--- src/design/gws_pkg.sv ---
// package: sizes, result and control types, register codes and word helper for the matcher
`timescale 1ns / 1ps
`default_nettype none
package gws_pkg;

	localparam int WORD_MAX_DEF    = 10;
	localparam int MAX_ROWS_DEF    = 128;
	localparam int MAX_COLS_DEF    = 256;
	localparam int WORD_REGS_CHARS = 10;

	localparam int CH_W       = 8;
	localparam int LEN_W      = 4;
	localparam int OUT_ROW_W  = 8;
	localparam int OUT_COL_W  = 9;
	localparam int WORD_LO_W  = 64;
	localparam int WORD_HI_W  = 16;
	localparam int CFG_ADDR_W = 2;
	localparam int CFG_DATA_W = 64;
	localparam int RES_DEPTH  = 8;

	typedef enum logic [CFG_ADDR_W-1:0] {
		REG_WORD_LO  = 2'd0,
		REG_WORD_HI  = 2'd1,
		REG_WORD_LEN = 2'd2
	} cfg_reg_t;

	typedef struct packed {
		logic [OUT_ROW_W-1:0] start_row;
		logic [OUT_COL_W-1:0] start_col;
		logic                 vertical;
		logic                 last;
	} res_t;

	typedef struct packed {
		logic step;
		logic clr;
	} cell_ctl_t;

	function automatic logic [CH_W-1:0] word_char(
		input logic [WORD_LO_W-1:0] lo,
		input logic [WORD_HI_W-1:0] hi,
		input int                   i
	);
		logic [CH_W-1:0] c;
		c = '0;
		if (i < 8) begin
			c = lo[CH_W*i +: CH_W];
		end else if (i < WORD_REGS_CHARS) begin
			c = hi[CH_W*(i-8) +: CH_W];
		end
		return c;
	endfunction

endpackage
`default_nettype wire

--- src/design/gws_char_if.sv ---
// interface: grid character channel
`timescale 1ns / 1ps
`default_nettype none
interface gws_char_if;
	logic                     valid;
	logic                     ready;
	logic [gws_pkg::CH_W-1:0] ch;
	logic                     last_in_row;
	logic                     last_in_grid;

	modport source (output valid, ch, last_in_row, last_in_grid, input ready);
	modport sink (input valid, ch, last_in_row, last_in_grid, output ready);
endinterface
`default_nettype wire

--- src/design/gws_match_if.sv ---
// interface: match result channel
`timescale 1ns / 1ps
`default_nettype none
interface gws_match_if;
	logic                          valid;
	logic                          ready;
	logic [gws_pkg::OUT_ROW_W-1:0] start_row;
	logic [gws_pkg::OUT_COL_W-1:0] start_col;
	logic                          vertical;
	logic                          last;

	modport source (output valid, start_row, start_col, vertical, last, input ready);
	modport sink (input valid, start_row, start_col, vertical, last, output ready);
endinterface
`default_nettype wire

--- src/design/gws_cfg_if.sv ---
// interface: configuration write channel
`timescale 1ns / 1ps
`default_nettype none
interface gws_cfg_if;
	logic                           valid;
	logic                           ready;
	logic [gws_pkg::CFG_ADDR_W-1:0] addr;
	logic [gws_pkg::CFG_DATA_W-1:0] data;

	modport source (output valid, addr, data, input ready);
	modport sink (input valid, addr, data, output ready);
endinterface
`default_nettype wire

--- src/design/grid_word_search_matcher.sv ---
// top level: word search over a raster text grid, horizontal and vertical matches
//
//   channel   dir  beat fields                              accepted when
//   chars     in   ch, last_in_row, last_in_grid            valid && ready
//   found     out  start_row, start_col, vertical, last     valid && ready
//   cfg       in   addr, data                               valid && ready (ready always high)
//
// one character per cycle unless stalled; results pass the match stage, then the queue
// column progress is in a ram read at accept, with a bypass of the last write
// a fill mark of reached columns stands for the clear at end of grid; no clearing pass
// chars stalls only while the result queue may lack room for two more results
// reset clears counters, row progress, fill mark, queue and word; sets word length to 1
`timescale 1ns / 1ps
`default_nettype none
module grid_word_search_matcher #(
	parameter int WORD_MAX = gws_pkg::WORD_MAX_DEF,
	parameter int MAX_ROWS = gws_pkg::MAX_ROWS_DEF,
	parameter int MAX_COLS = gws_pkg::MAX_COLS_DEF
) (
	input logic        clk,
	input logic        arst_n,
	gws_char_if.sink   chars,
	gws_match_if.source found,
	gws_cfg_if.sink    cfg
);
	import gws_pkg::*;

	localparam int RW  = $clog2(MAX_ROWS + 1);
	localparam int CW  = $clog2(MAX_COLS + 1);
	localparam int AW  = (MAX_COLS > 1) ? $clog2(MAX_COLS) : 1;
	localparam int MW  = (RW > CW) ? RW : CW;
	localparam int EW  = ((MW > OUT_COL_W) ? MW : OUT_COL_W) + 1;
	localparam int QCW = $clog2(RES_DEPTH + 1);

	// configuration
	logic [WORD_LO_W-1:0] word_lo_q;
	logic [WORD_HI_W-1:0] word_hi_q;
	logic [LEN_W-1:0]     word_len_q;
	logic                 len_ok;

	// accept stage
	logic          acc;
	logic [RW-1:0] row_q;
	logic [CW-1:0] col_q;
	logic [CW-1:0] hwm_q;
	logic          inb_a;
	logic          colvld_a;

	// match stage
	logic            vld_s1;
	logic [CH_W-1:0] ch_s1;
	logic [RW-1:0]   row_s1;
	logic [CW-1:0]   col_s1;
	logic            inb_s1;
	logic            colvld_s1;
	logic            eor_s1;
	logic            eog_s1;
	logic            act;
	logic [AW-1:0]   addr_s1;

	// column ram and bypass
	logic [WORD_MAX-1:0] rd_data;
	logic [WORD_MAX-1:0] col_old;
	logic [WORD_MAX-1:0] col_new;
	logic                wr_vld_q;
	logic [AW-1:0]       wr_addr_q;
	logic [WORD_MAX-1:0] wr_data_q;
	logic                byp;

	// cell chain
	cell_ctl_t           ctl;
	logic [WORD_MAX-1:0] row_bits;
	logic [WORD_MAX-1:0] row_prev;
	logic [WORD_MAX-1:0] col_prev;
	logic [WORD_MAX-1:0] h_hits;
	logic [WORD_MAX-1:0] v_hits;
	logic                hit_h;
	logic                hit_v;

	// results
	logic [EW-1:0]  row_e;
	logic [EW-1:0]  col_e;
	logic [EW-1:0]  len_e;
	res_t           res_h;
	res_t           res_v;
	res_t           res0;
	res_t           res1;
	logic [1:0]     n_push;
	logic [QCW-1:0] res_cnt;
	res_t           head;
	logic           pop;

	assign cfg.ready = 1'b1;

	always_ff @(posedge clk or negedge arst_n) begin
		if (!arst_n) begin
			word_lo_q  <= '0;
			word_hi_q  <= '0;
			word_len_q <= LEN_W'(1);
		end else if (cfg.valid && cfg.ready) begin
			unique case (cfg_reg_t'(cfg.addr))
				REG_WORD_LO:  word_lo_q  <= cfg.data;
				REG_WORD_HI:  word_hi_q  <= cfg.data[WORD_HI_W-1:0];
				REG_WORD_LEN: word_len_q <= cfg.data[LEN_W-1:0];
				default: ;
			endcase
		end
	end

	assign len_ok = (word_len_q != '0) && (int'(word_len_q) <= WORD_MAX)
		&& (int'(word_len_q) <= WORD_REGS_CHARS);

	// accept stage: position counters and fill mark
	assign chars.ready = (int'(res_cnt) + (vld_s1 ? 2 : 0)) <= (RES_DEPTH - 2);
	assign acc         = chars.valid && chars.ready;
	assign inb_a       = (row_q < RW'(MAX_ROWS)) && (col_q < CW'(MAX_COLS));
	assign colvld_a    = col_q < hwm_q;

	always_ff @(posedge clk or negedge arst_n) begin
		if (!arst_n) begin
			row_q <= '0;
			col_q <= '0;
			hwm_q <= '0;
		end else if (acc) begin
			if (chars.last_in_grid) begin
				row_q <= '0;
				col_q <= '0;
				hwm_q <= '0;
			end else begin
				if (inb_a && !colvld_a) begin
					hwm_q <= col_q + CW'(1);
				end
				if (chars.last_in_row) begin
					col_q <= '0;
					if (row_q < RW'(MAX_ROWS)) begin
						row_q <= row_q + RW'(1);
					end
				end else if (col_q < CW'(MAX_COLS)) begin
					col_q <= col_q + CW'(1);
				end
			end
		end
	end

	always_ff @(posedge clk or negedge arst_n) begin
		if (!arst_n) begin
			vld_s1 <= 1'b0;
		end else begin
			vld_s1 <= acc;
		end
	end

	always_ff @(posedge clk) begin
		if (acc) begin
			ch_s1     <= chars.ch;
			row_s1    <= row_q;
			col_s1    <= col_q;
			inb_s1    <= inb_a;
			colvld_s1 <= colvld_a;
			eor_s1    <= chars.last_in_row;
			eog_s1    <= chars.last_in_grid;
		end
	end

	gws_ram #(
		.WIDTH (WORD_MAX),
		.DEPTH (MAX_COLS)
	) u_col_ram (
		.clk   (clk),
		.we    (act),
		.waddr (addr_s1),
		.wdata (col_new),
		.re    (acc),
		.raddr (col_q[AW-1:0]),
		.rdata (rd_data)
	);

	assign act     = vld_s1 && inb_s1;
	assign addr_s1 = col_s1[AW-1:0];
	assign byp     = wr_vld_q && (wr_addr_q == addr_s1);

	always_comb begin
		if (!colvld_s1) begin
			col_old = '0;
		end else if (byp) begin
			col_old = wr_data_q;
		end else begin
			col_old = rd_data;
		end
	end

	always_ff @(posedge clk or negedge arst_n) begin
		if (!arst_n) begin
			wr_vld_q <= 1'b0;
		end else begin
			wr_vld_q <= act;
		end
	end

	always_ff @(posedge clk) begin
		wr_addr_q <= addr_s1;
		wr_data_q <= col_new;
	end

	// shift-and cells, one per word position
	assign ctl.step = act;
	assign ctl.clr  = vld_s1 && (eor_s1 || eog_s1);

	for (genvar i = 0; i < WORD_MAX; i++) begin : g_cell
		if (i == 0) begin : g_head
			assign row_prev[i] = 1'b1;
			assign col_prev[i] = 1'b1;
		end else begin : g_link
			assign row_prev[i] = row_bits[i-1];
			assign col_prev[i] = col_old[i-1];
		end

		gws_cell u_cell (
			.clk      (clk),
			.arst_n   (arst_n),
			.ctl      (ctl),
			.ch       (ch_s1),
			.word_ch  (word_char(word_lo_q, word_hi_q, i)),
			.en       (len_ok && (int'(word_len_q) > i)),
			.top      (len_ok && (int'(word_len_q) == i + 1)),
			.row_prev (row_prev[i]),
			.col_prev (col_prev[i]),
			.row_bit  (row_bits[i]),
			.col_bit  (col_new[i]),
			.h_hit    (h_hits[i]),
			.v_hit    (v_hits[i])
		);
	end

	assign hit_h = act && (|h_hits);
	assign hit_v = act && (|v_hits);

	// result coordinates
	assign row_e = EW'(row_s1);
	assign col_e = EW'(col_s1);
	assign len_e = EW'(word_len_q);

	always_comb begin
		res_h.start_row = OUT_ROW_W'(row_e + EW'(1));
		res_h.start_col = OUT_COL_W'(col_e + EW'(2) - len_e);
		res_h.vertical  = 1'b0;
		res_h.last      = !hit_v;
		res_v.start_row = OUT_ROW_W'(row_e + EW'(2) - len_e);
		res_v.start_col = OUT_COL_W'(col_e + EW'(1));
		res_v.vertical  = 1'b1;
		res_v.last      = 1'b1;
	end

	assign res0   = hit_h ? res_h : res_v;
	assign res1   = res_v;
	assign n_push = {1'b0, hit_h} + {1'b0, hit_v};

	gws_res_fifo #(
		.DEPTH (RES_DEPTH)
	) u_res_fifo (
		.clk    (clk),
		.arst_n (arst_n),
		.push0  (hit_h || hit_v),
		.res0   (res0),
		.push1  (hit_h && hit_v),
		.res1   (res1),
		.pop    (pop),
		.cnt    (res_cnt),
		.head   (head)
	);

	assign found.valid     = res_cnt != '0;
	assign found.start_row = head.start_row;
	assign found.start_col = head.start_col;
	assign found.vertical  = head.vertical;
	assign found.last      = head.last;
	assign pop             = found.valid && found.ready;

`ifndef ASSERT_OFF
	a_no_overflow: assert property (@(posedge clk) disable iff (!arst_n)
		vld_s1 |-> (int'(res_cnt) + int'(n_push)) <= RES_DEPTH)
		else $error("result queue overflow");

	a_grid_restart: assert property (@(posedge clk) disable iff (!arst_n)
		(acc && chars.last_in_grid) |=> (row_q == '0 && col_q == '0 && hwm_q == '0))
		else $error("position not cleared at end of grid");

	a_row_cleared: assert property (@(posedge clk) disable iff (!arst_n)
		(vld_s1 && (eor_s1 || eog_s1)) |=> (row_bits == '0))
		else $error("row progress not cleared at end of row");
`endif

endmodule
`default_nettype wire

--- src/design/gws_ram.sv ---
// generic single write port ram with registered read
`timescale 1ns / 1ps
`default_nettype none
module gws_ram #(
	parameter int WIDTH = gws_pkg::WORD_MAX_DEF,
	parameter int DEPTH = gws_pkg::MAX_COLS_DEF,
	localparam int AW = (DEPTH > 1) ? $clog2(DEPTH) : 1
) (
	input  logic             clk,
	input  logic             we,
	input  logic [AW-1:0]    waddr,
	input  logic [WIDTH-1:0] wdata,
	input  logic             re,
	input  logic [AW-1:0]    raddr,
	output logic [WIDTH-1:0] rdata
);
	logic [WIDTH-1:0] mem_q [DEPTH];

	always_ff @(posedge clk) begin
		if (we) begin
			mem_q[waddr] <= wdata;
		end
		if (re) begin
			rdata <= mem_q[raddr];
		end
	end
endmodule
`default_nettype wire

--- src/design/gws_cell.sv ---
// one word position of the shift-and chain: compare, row prefix bit, column prefix bit
`timescale 1ns / 1ps
`default_nettype none
module gws_cell (
	input  logic                     clk,
	input  logic                     arst_n,
	input  gws_pkg::cell_ctl_t       ctl,
	input  logic [gws_pkg::CH_W-1:0] ch,
	input  logic [gws_pkg::CH_W-1:0] word_ch,
	input  logic                     en,
	input  logic                     top,
	input  logic                     row_prev,
	input  logic                     col_prev,
	output logic                     row_bit,
	output logic                     col_bit,
	output logic                     h_hit,
	output logic                     v_hit
);
	import gws_pkg::*;

	logic eq;
	logic h;
	logic row_q;

	assign eq      = en && (ch == word_ch);
	assign h       = row_prev && eq;
	assign col_bit = col_prev && eq;
	assign h_hit   = h && top;
	assign v_hit   = col_bit && top;
	assign row_bit = row_q;

	always_ff @(posedge clk or negedge arst_n) begin
		if (!arst_n) begin
			row_q <= 1'b0;
		end else if (ctl.clr) begin
			row_q <= 1'b0;
		end else if (ctl.step) begin
			row_q <= h;
		end
	end
endmodule
`default_nettype wire

--- src/design/gws_res_fifo.sv ---
// result queue taking up to two results per cycle, one out per beat
`timescale 1ns / 1ps
`default_nettype none
module gws_res_fifo #(
	parameter int DEPTH = gws_pkg::RES_DEPTH,
	localparam int PW = $clog2(DEPTH),
	localparam int CW = $clog2(DEPTH + 1)
) (
	input  logic          clk,
	input  logic          arst_n,
	input  logic          push0,
	input  gws_pkg::res_t res0,
	input  logic          push1,
	input  gws_pkg::res_t res1,
	input  logic          pop,
	output logic [CW-1:0] cnt,
	output gws_pkg::res_t head
);
	import gws_pkg::*;

	res_t          mem_q [DEPTH];
	logic [PW-1:0] wp_q;
	logic [PW-1:0] rp_q;
	logic [CW-1:0] cnt_q;
	logic [1:0]    n_push;

	assign n_push = {1'b0, push0} + {1'b0, push1};
	assign cnt    = cnt_q;
	assign head   = mem_q[rp_q];

	always_ff @(posedge clk) begin
		if (push0) begin
			mem_q[wp_q] <= res0;
		end
		if (push1) begin
			mem_q[wp_q + PW'(1)] <= res1;
		end
	end

	always_ff @(posedge clk or negedge arst_n) begin
		if (!arst_n) begin
			wp_q  <= '0;
			rp_q  <= '0;
			cnt_q <= '0;
		end else begin
			wp_q  <= wp_q + PW'(n_push);
			rp_q  <= rp_q + PW'(pop);
			cnt_q <= cnt_q + CW'(n_push) - CW'(pop);
		end
	end
endmodule
`default_nettype wire
--- src/flat_wrapper.sv ---
// flat-port wrapper written by rule: the top's interface ports become plain ports
module grid_word_search_matcher_flat import gws_pkg::*;
#(
	parameter int WORD_MAX = gws_pkg::WORD_MAX_DEF,
	parameter int MAX_ROWS = gws_pkg::MAX_ROWS_DEF,
	parameter int MAX_COLS = gws_pkg::MAX_COLS_DEF
)
  (clk, arst_n, chars_valid, chars_ch, chars_last_in_row, chars_last_in_grid, chars_ready, found_valid, found_start_row, found_start_col, found_vertical, found_last, found_ready, cfg_valid, cfg_addr, cfg_data, cfg_ready);
  gws_char_if chars_i ();
  gws_match_if found_i ();
  gws_cfg_if cfg_i ();
  input logic clk;
  input logic arst_n;
  input wire logic [$bits(chars_i.valid)-1:0] chars_valid;
  input wire logic [$bits(chars_i.ch)-1:0] chars_ch;
  input wire logic [$bits(chars_i.last_in_row)-1:0] chars_last_in_row;
  input wire logic [$bits(chars_i.last_in_grid)-1:0] chars_last_in_grid;
  output wire logic [$bits(chars_i.ready)-1:0] chars_ready;
  output wire logic [$bits(found_i.valid)-1:0] found_valid;
  output wire logic [$bits(found_i.start_row)-1:0] found_start_row;
  output wire logic [$bits(found_i.start_col)-1:0] found_start_col;
  output wire logic [$bits(found_i.vertical)-1:0] found_vertical;
  output wire logic [$bits(found_i.last)-1:0] found_last;
  input wire logic [$bits(found_i.ready)-1:0] found_ready;
  input wire logic [$bits(cfg_i.valid)-1:0] cfg_valid;
  input wire logic [$bits(cfg_i.addr)-1:0] cfg_addr;
  input wire logic [$bits(cfg_i.data)-1:0] cfg_data;
  output wire logic [$bits(cfg_i.ready)-1:0] cfg_ready;
  assign chars_i.valid = chars_valid;
  assign chars_i.ch = chars_ch;
  assign chars_i.last_in_row = chars_last_in_row;
  assign chars_i.last_in_grid = chars_last_in_grid;
  assign chars_ready = chars_i.ready;
  assign found_valid = found_i.valid;
  assign found_start_row = found_i.start_row;
  assign found_start_col = found_i.start_col;
  assign found_vertical = found_i.vertical;
  assign found_last = found_i.last;
  assign found_i.ready = found_ready;
  assign cfg_i.valid = cfg_valid;
  assign cfg_i.addr = cfg_addr;
  assign cfg_i.data = cfg_data;
  assign cfg_ready = cfg_i.ready;
  grid_word_search_matcher #(.WORD_MAX(WORD_MAX), .MAX_ROWS(MAX_ROWS), .MAX_COLS(MAX_COLS)) u_core (.clk(clk), .arst_n(arst_n), .chars(chars_i), .found(found_i), .cfg(cfg_i));
endmodule
--- config.mk ---
export PLATFORM = sky130hd
export DESIGN_NAME = grid_word_search_matcher_flat
export DESIGN_NICKNAME = d
export VERILOG_FILES = /design/src/design/gws_pkg.sv /design/src/design/gws_char_if.sv /design/src/design/gws_match_if.sv /design/src/design/gws_cfg_if.sv /design/src/design/grid_word_search_matcher.sv /design/src/design/gws_ram.sv /design/src/design/gws_cell.sv /design/src/design/gws_res_fifo.sv /design/src/flat_wrapper.sv
export SDC_FILE = /design/constraint.sdc
export NUM_CORES = 2
export LEC_CHECK = 0
export BUFFER_PORTS_ARGS = -buffer_cell sky130_fd_sc_hd__buf_2
export CAP_MARGIN = 20
export CORE_UTILIZATION = 55
export CTS_BUF_LIST = sky130_fd_sc_hd__clkbuf_8
export CTS_CLUSTER_DIAMETER = 100
export DETAILED_ROUTE_END_ITERATION = 8
export PLACE_DENSITY_LB_ADDON = 0.12
export SYNTH_ARGS = -nofsm -noshare
export SYNTH_HDL_FRONTEND = slang
export SYNTH_SLANG_ARGS = --single-unit
--- constraint.sdc ---
create_clock -name clk -period 18 [get_ports clk]
set_input_delay 0.9 -clock clk [delete_from_list [all_inputs] [get_ports clk]]
set_output_delay 0.9 -clock clk [all_outputs]
set_load 0.05 [all_outputs]
==> results.json <==
{
  "clockBufferDepth": 4,
  "irDropWorstVdd_mv": 0.120,
  "initial_core_util_pct": 55.5,
  "cts_tree": "yes",
  "drc": 0,
  "clkPwrFrac_pct": 34.1,
  "crit_type": "reg -> reg",
  "synthCells": 4992,
  "vias": 52000,
  "cts_buffers": 430,
  "fin_tns_setup_ns": 0,
  "first_iter_violations": 5740,
  "fin_crit_sh_pct": 35.7,
  "rsz0062_at_grt": "false",
  "layout_common_cells": "edfxtp_1, mux4_2, clkbuf_8, nor2_1, inv_1",
  "finalInstanceArea_um2": 118000,
  "synth-edff-count": 2478,
  "grt_pass1_vias": 53000,
  "ant_nets": 0,
  "avgRoutedWirePerCell_um": 30.2,
  "clk_latency_ns": 1.11,
  "p_int_mw": 10.1,
  "cp_slowest_cell": "buf_4",
  "clkSlewWorstSetupHoldPaths_ns": 0.06,
  "cp_cell_sequence": "buf_4 > buf_4 > buf_12 > buf_4 > mux4_2 > mux4_2 > mux4_2 > a22oi_1 > nand2_1",
  "die_x_um": 440,
  "syn-cell-area_um2": 106000,
  "clock_sinks": 2642,
  "worst_pin_slew_ns": 1.41,
  "cap_violations": 0,
  "syn_area_per_cell_um2": 21.2,
  "ys_types": 78,
  "globalplace.congestion": 0.843,
  "power_switching_share_pct": 27.4,
  "drive_above_1_share_pct": 29.5,
  "synth_ff_type": "edfxtp_1",
  "core_um2": 191000,
  "layout.nets": 5589,
  "fmax_mhz": 155,
  "ys_seq_elements": 2642,
  "p_sw_mw": 3.82,
  "critPathArrivalTime_ns": 7.24,
  "critPathMaxFanout": 96,
  "dp_hpwl_um": 148000,
  "yosysSeqAreaShare_pct": 74.1,
  "grt_max_degree": 237,
  "fp.dieArea_um2": 194000,
  "slew_headroom_pct": 6.26,
  "placed_area_um2": 109000,
  "cp-end-kind": "register",
  "period_minus_slack_ns": 6.43,
  "rows": 160,
  "cp-start-kind": "register",
  "grt_pass1_wl_um": 365000,
  "cts_max_level": 5,
  "status": "finished clean",
  "critical_path.top_delay_family": "buffers and inverters",
  "ys_warn_count": 0,
  "nFillCells": 13300,
  "worstPathRequired_ns": 18.81,
  "cts-root-buf": "clkbuf_8",
  "final_hold_viol_count": 0,
  "area_growth_pct": 11.5,
  "grt-ovfl-total": 0,
  "power_frac_comb_pct": 16.2,
  "antenna_found_initial": 12,
  "cts_setup_buffers": 0,
  "final.setup_skew_ns": 0.0649,
  "critPathMaxStageDelay_ns": 0.86,
  "final_common_cell": "edfxtp_1",
  "dp.cells": 7448,
  "power_density_nw_per_um2": 118,
  "cts_resized": 0,
  "p_seq_share_pct": 49.7,
  "crit_buf_inv": 4,
  "viasPerCell": 6.27,
  "holdBufCountCts": 60,
  "ys_async_sr_fraction_pct": 4.96,
  "fin_util_pct": 61.8,
  "layout.cells.non_filler": 8290,
  "firstDrtPassIters": 8,
  "ioPinCount": 103,
  "leakage_nw": 38.9,
  "fp.dieH_um": 440,
  "hp-class": "in -> reg",
  "synth_nets": 5136,
  "drt_wl_total_um": 250000,
  "io_buffers": 101,
  "setup-violations-final": 0,
  "grtUsageTotal_pct": 26.1,
  "maxSlewViolCount": 0
}
[layout make-up]
class,instances,area (µm²),area share (%)
Sequential cell,2642,78400,66.5
Multi-Input combinational cell,2017,26000,22.1
Clock buffer,438,6030,5.12
Tap cell,2511,3140,2.67
Timing Repair Buffer,299,2360,2.00
Clock inverter,322,1670,1.42
Inverter,55,206,0.175
Antenna cell,6,15.0,0.0127
[sequential cells by signal, summed over array words and instances (netlist names), 3 cells and up]
signal	flops
u_core.u_col_ram.mem_q	2304
u_core.u_res_fifo.mem_q	152
u_core.word_lo_q	64
u_core.word_hi_q	16
u_core.col_q	9
u_core.col_s1	9
u_core.g_cell.u_cell.row_bit	9
u_core.hwm_q	9
u_core.u_col_ram.rdata	9
u_core.wr_data_q	9
u_core.ch_s1	8
u_core.row_q	8
u_core.row_s1	8
u_core.wr_addr_q	8
u_core.u_res_fifo.cnt	4
u_core.word_len_q	4
u_core.u_res_fifo.rp_q	3
u_core.u_res_fifo.wp_q	3
[power by group through the flow]
stage	clock network, mW	logic (mW)	registers, mW
2_1_floorplan	0	1.71	6.94
3_3_place_gp	0	2.26	7.05
3_5_place_dp	0	2.27	7.06
4_1_cts	4.84	2.28	6.93
5_1_grt	5.10	2.41	6.94
6_report	4.76	2.25	6.93
[synthesized netlist by cell type, types with 23 or more instances]
cell type | instances | share of area, %
a22oi_1 | 27 | 0.19
nand4_1 | 23 | 0.14
xor2_1 | 53 | 0.44
clkbuf_1 | 151 | 0.54
nor2_1 | 310 | 1.1
o22ai_1 | 114 | 0.67
buf_2 | 72 | 0.34
o21ai_0 | 23 | 0.11
dfxtp_1 | 33 | 0.63
inv_1 | 53 | 0.19
buf_1 | 44 | 0.16
nor3_1 | 27 | 0.13
edfxtp_1 | 2478 | 70
dfrtp_1 | 130 | 3.1
o21ai_1 | 34 | 0.16
ha_1 | 59 | 0.70
a21oi_1 | 28 | 0.13
mux4_2 | 794 | 17
xnor2_1 | 74 | 0.61
nand2_1 | 137 | 0.49
nand3_1 | 29 | 0.14
mux2_2 | 104 | 1.1
[per-layer routing]
layer	vias up	track usage (%)	routed length (µm)
met1	27700	36.7	102000
met4	4	7.41	6000
li1	21800	-	-
met2	2110	42.5	125000
met5	-	0	27
met3	427	4.60	17000
[worst register-to-register path: cells and delay by family, from the launching register on]
kind / cells / cell delay (ns)
AND/OR/NAND/NOR: 1 / 0.10
flip-flops: 1 / 0.66
AO/OA/AOI/OAI: 1 / 0.31
buffers and inverters: 4 / 3.39
multiplexers: 3 / 1.73
[per-stage QoR]
stage	hold WS [ns]	setup WS (ns)	power, mW
after detailed placement	0.476	11.35	9.32
after CTS	0.000983	11.37	14.1
after global placement	0.475	11.37	9.31
after floorplan	0.371	4.88	8.65
final	0.0910	11.57	13.9
after global routing	0.0188	11.05	14.4
[path summary, 6_finish.rpt]
kind                                 start                         to  slack (ns)  cells after the start
setup / recovery           u_core.col_q[0]  u_core.u_col_ram.rdata[6]       11.57                      9
hold / removal                cfg_data[59]       u_core.word_lo_q[59]        0.09                      2
setup reg to reg           u_core.col_q[0]  u_core.u_col_ram.rdata[6]       11.57                      9
hold reg to reg            u_core.hwm_q[1]            u_core.hwm_q[1]        0.49                      1
max in group asynchronous           arst_n       u_core.word_lo_q[45]       16.67                      4
min in group asynchronous           arst_n   u_core.u_res_fifo.cnt[3]        0.35                      2
[cell families (layout without fill, tap and decap cells)]
logic type | after synthesis | in the layout | share of synthesized area (%)
xor+xnor | 128 | 128 | 1.07
fa+ha+maj | 63 | 63 | 0.774
simple gates | 611 | 611 | 2.54
flops | 2642 | 2642 | 74.1
other cells | 1 | 7 | 0.00355
compound gates | 306 | 306 | 2.03
mux | 908 | 908 | 18.1
buf+inv | 333 | 1114 | 1.33
Note: power is estimated with default switching activity, not from simulation.
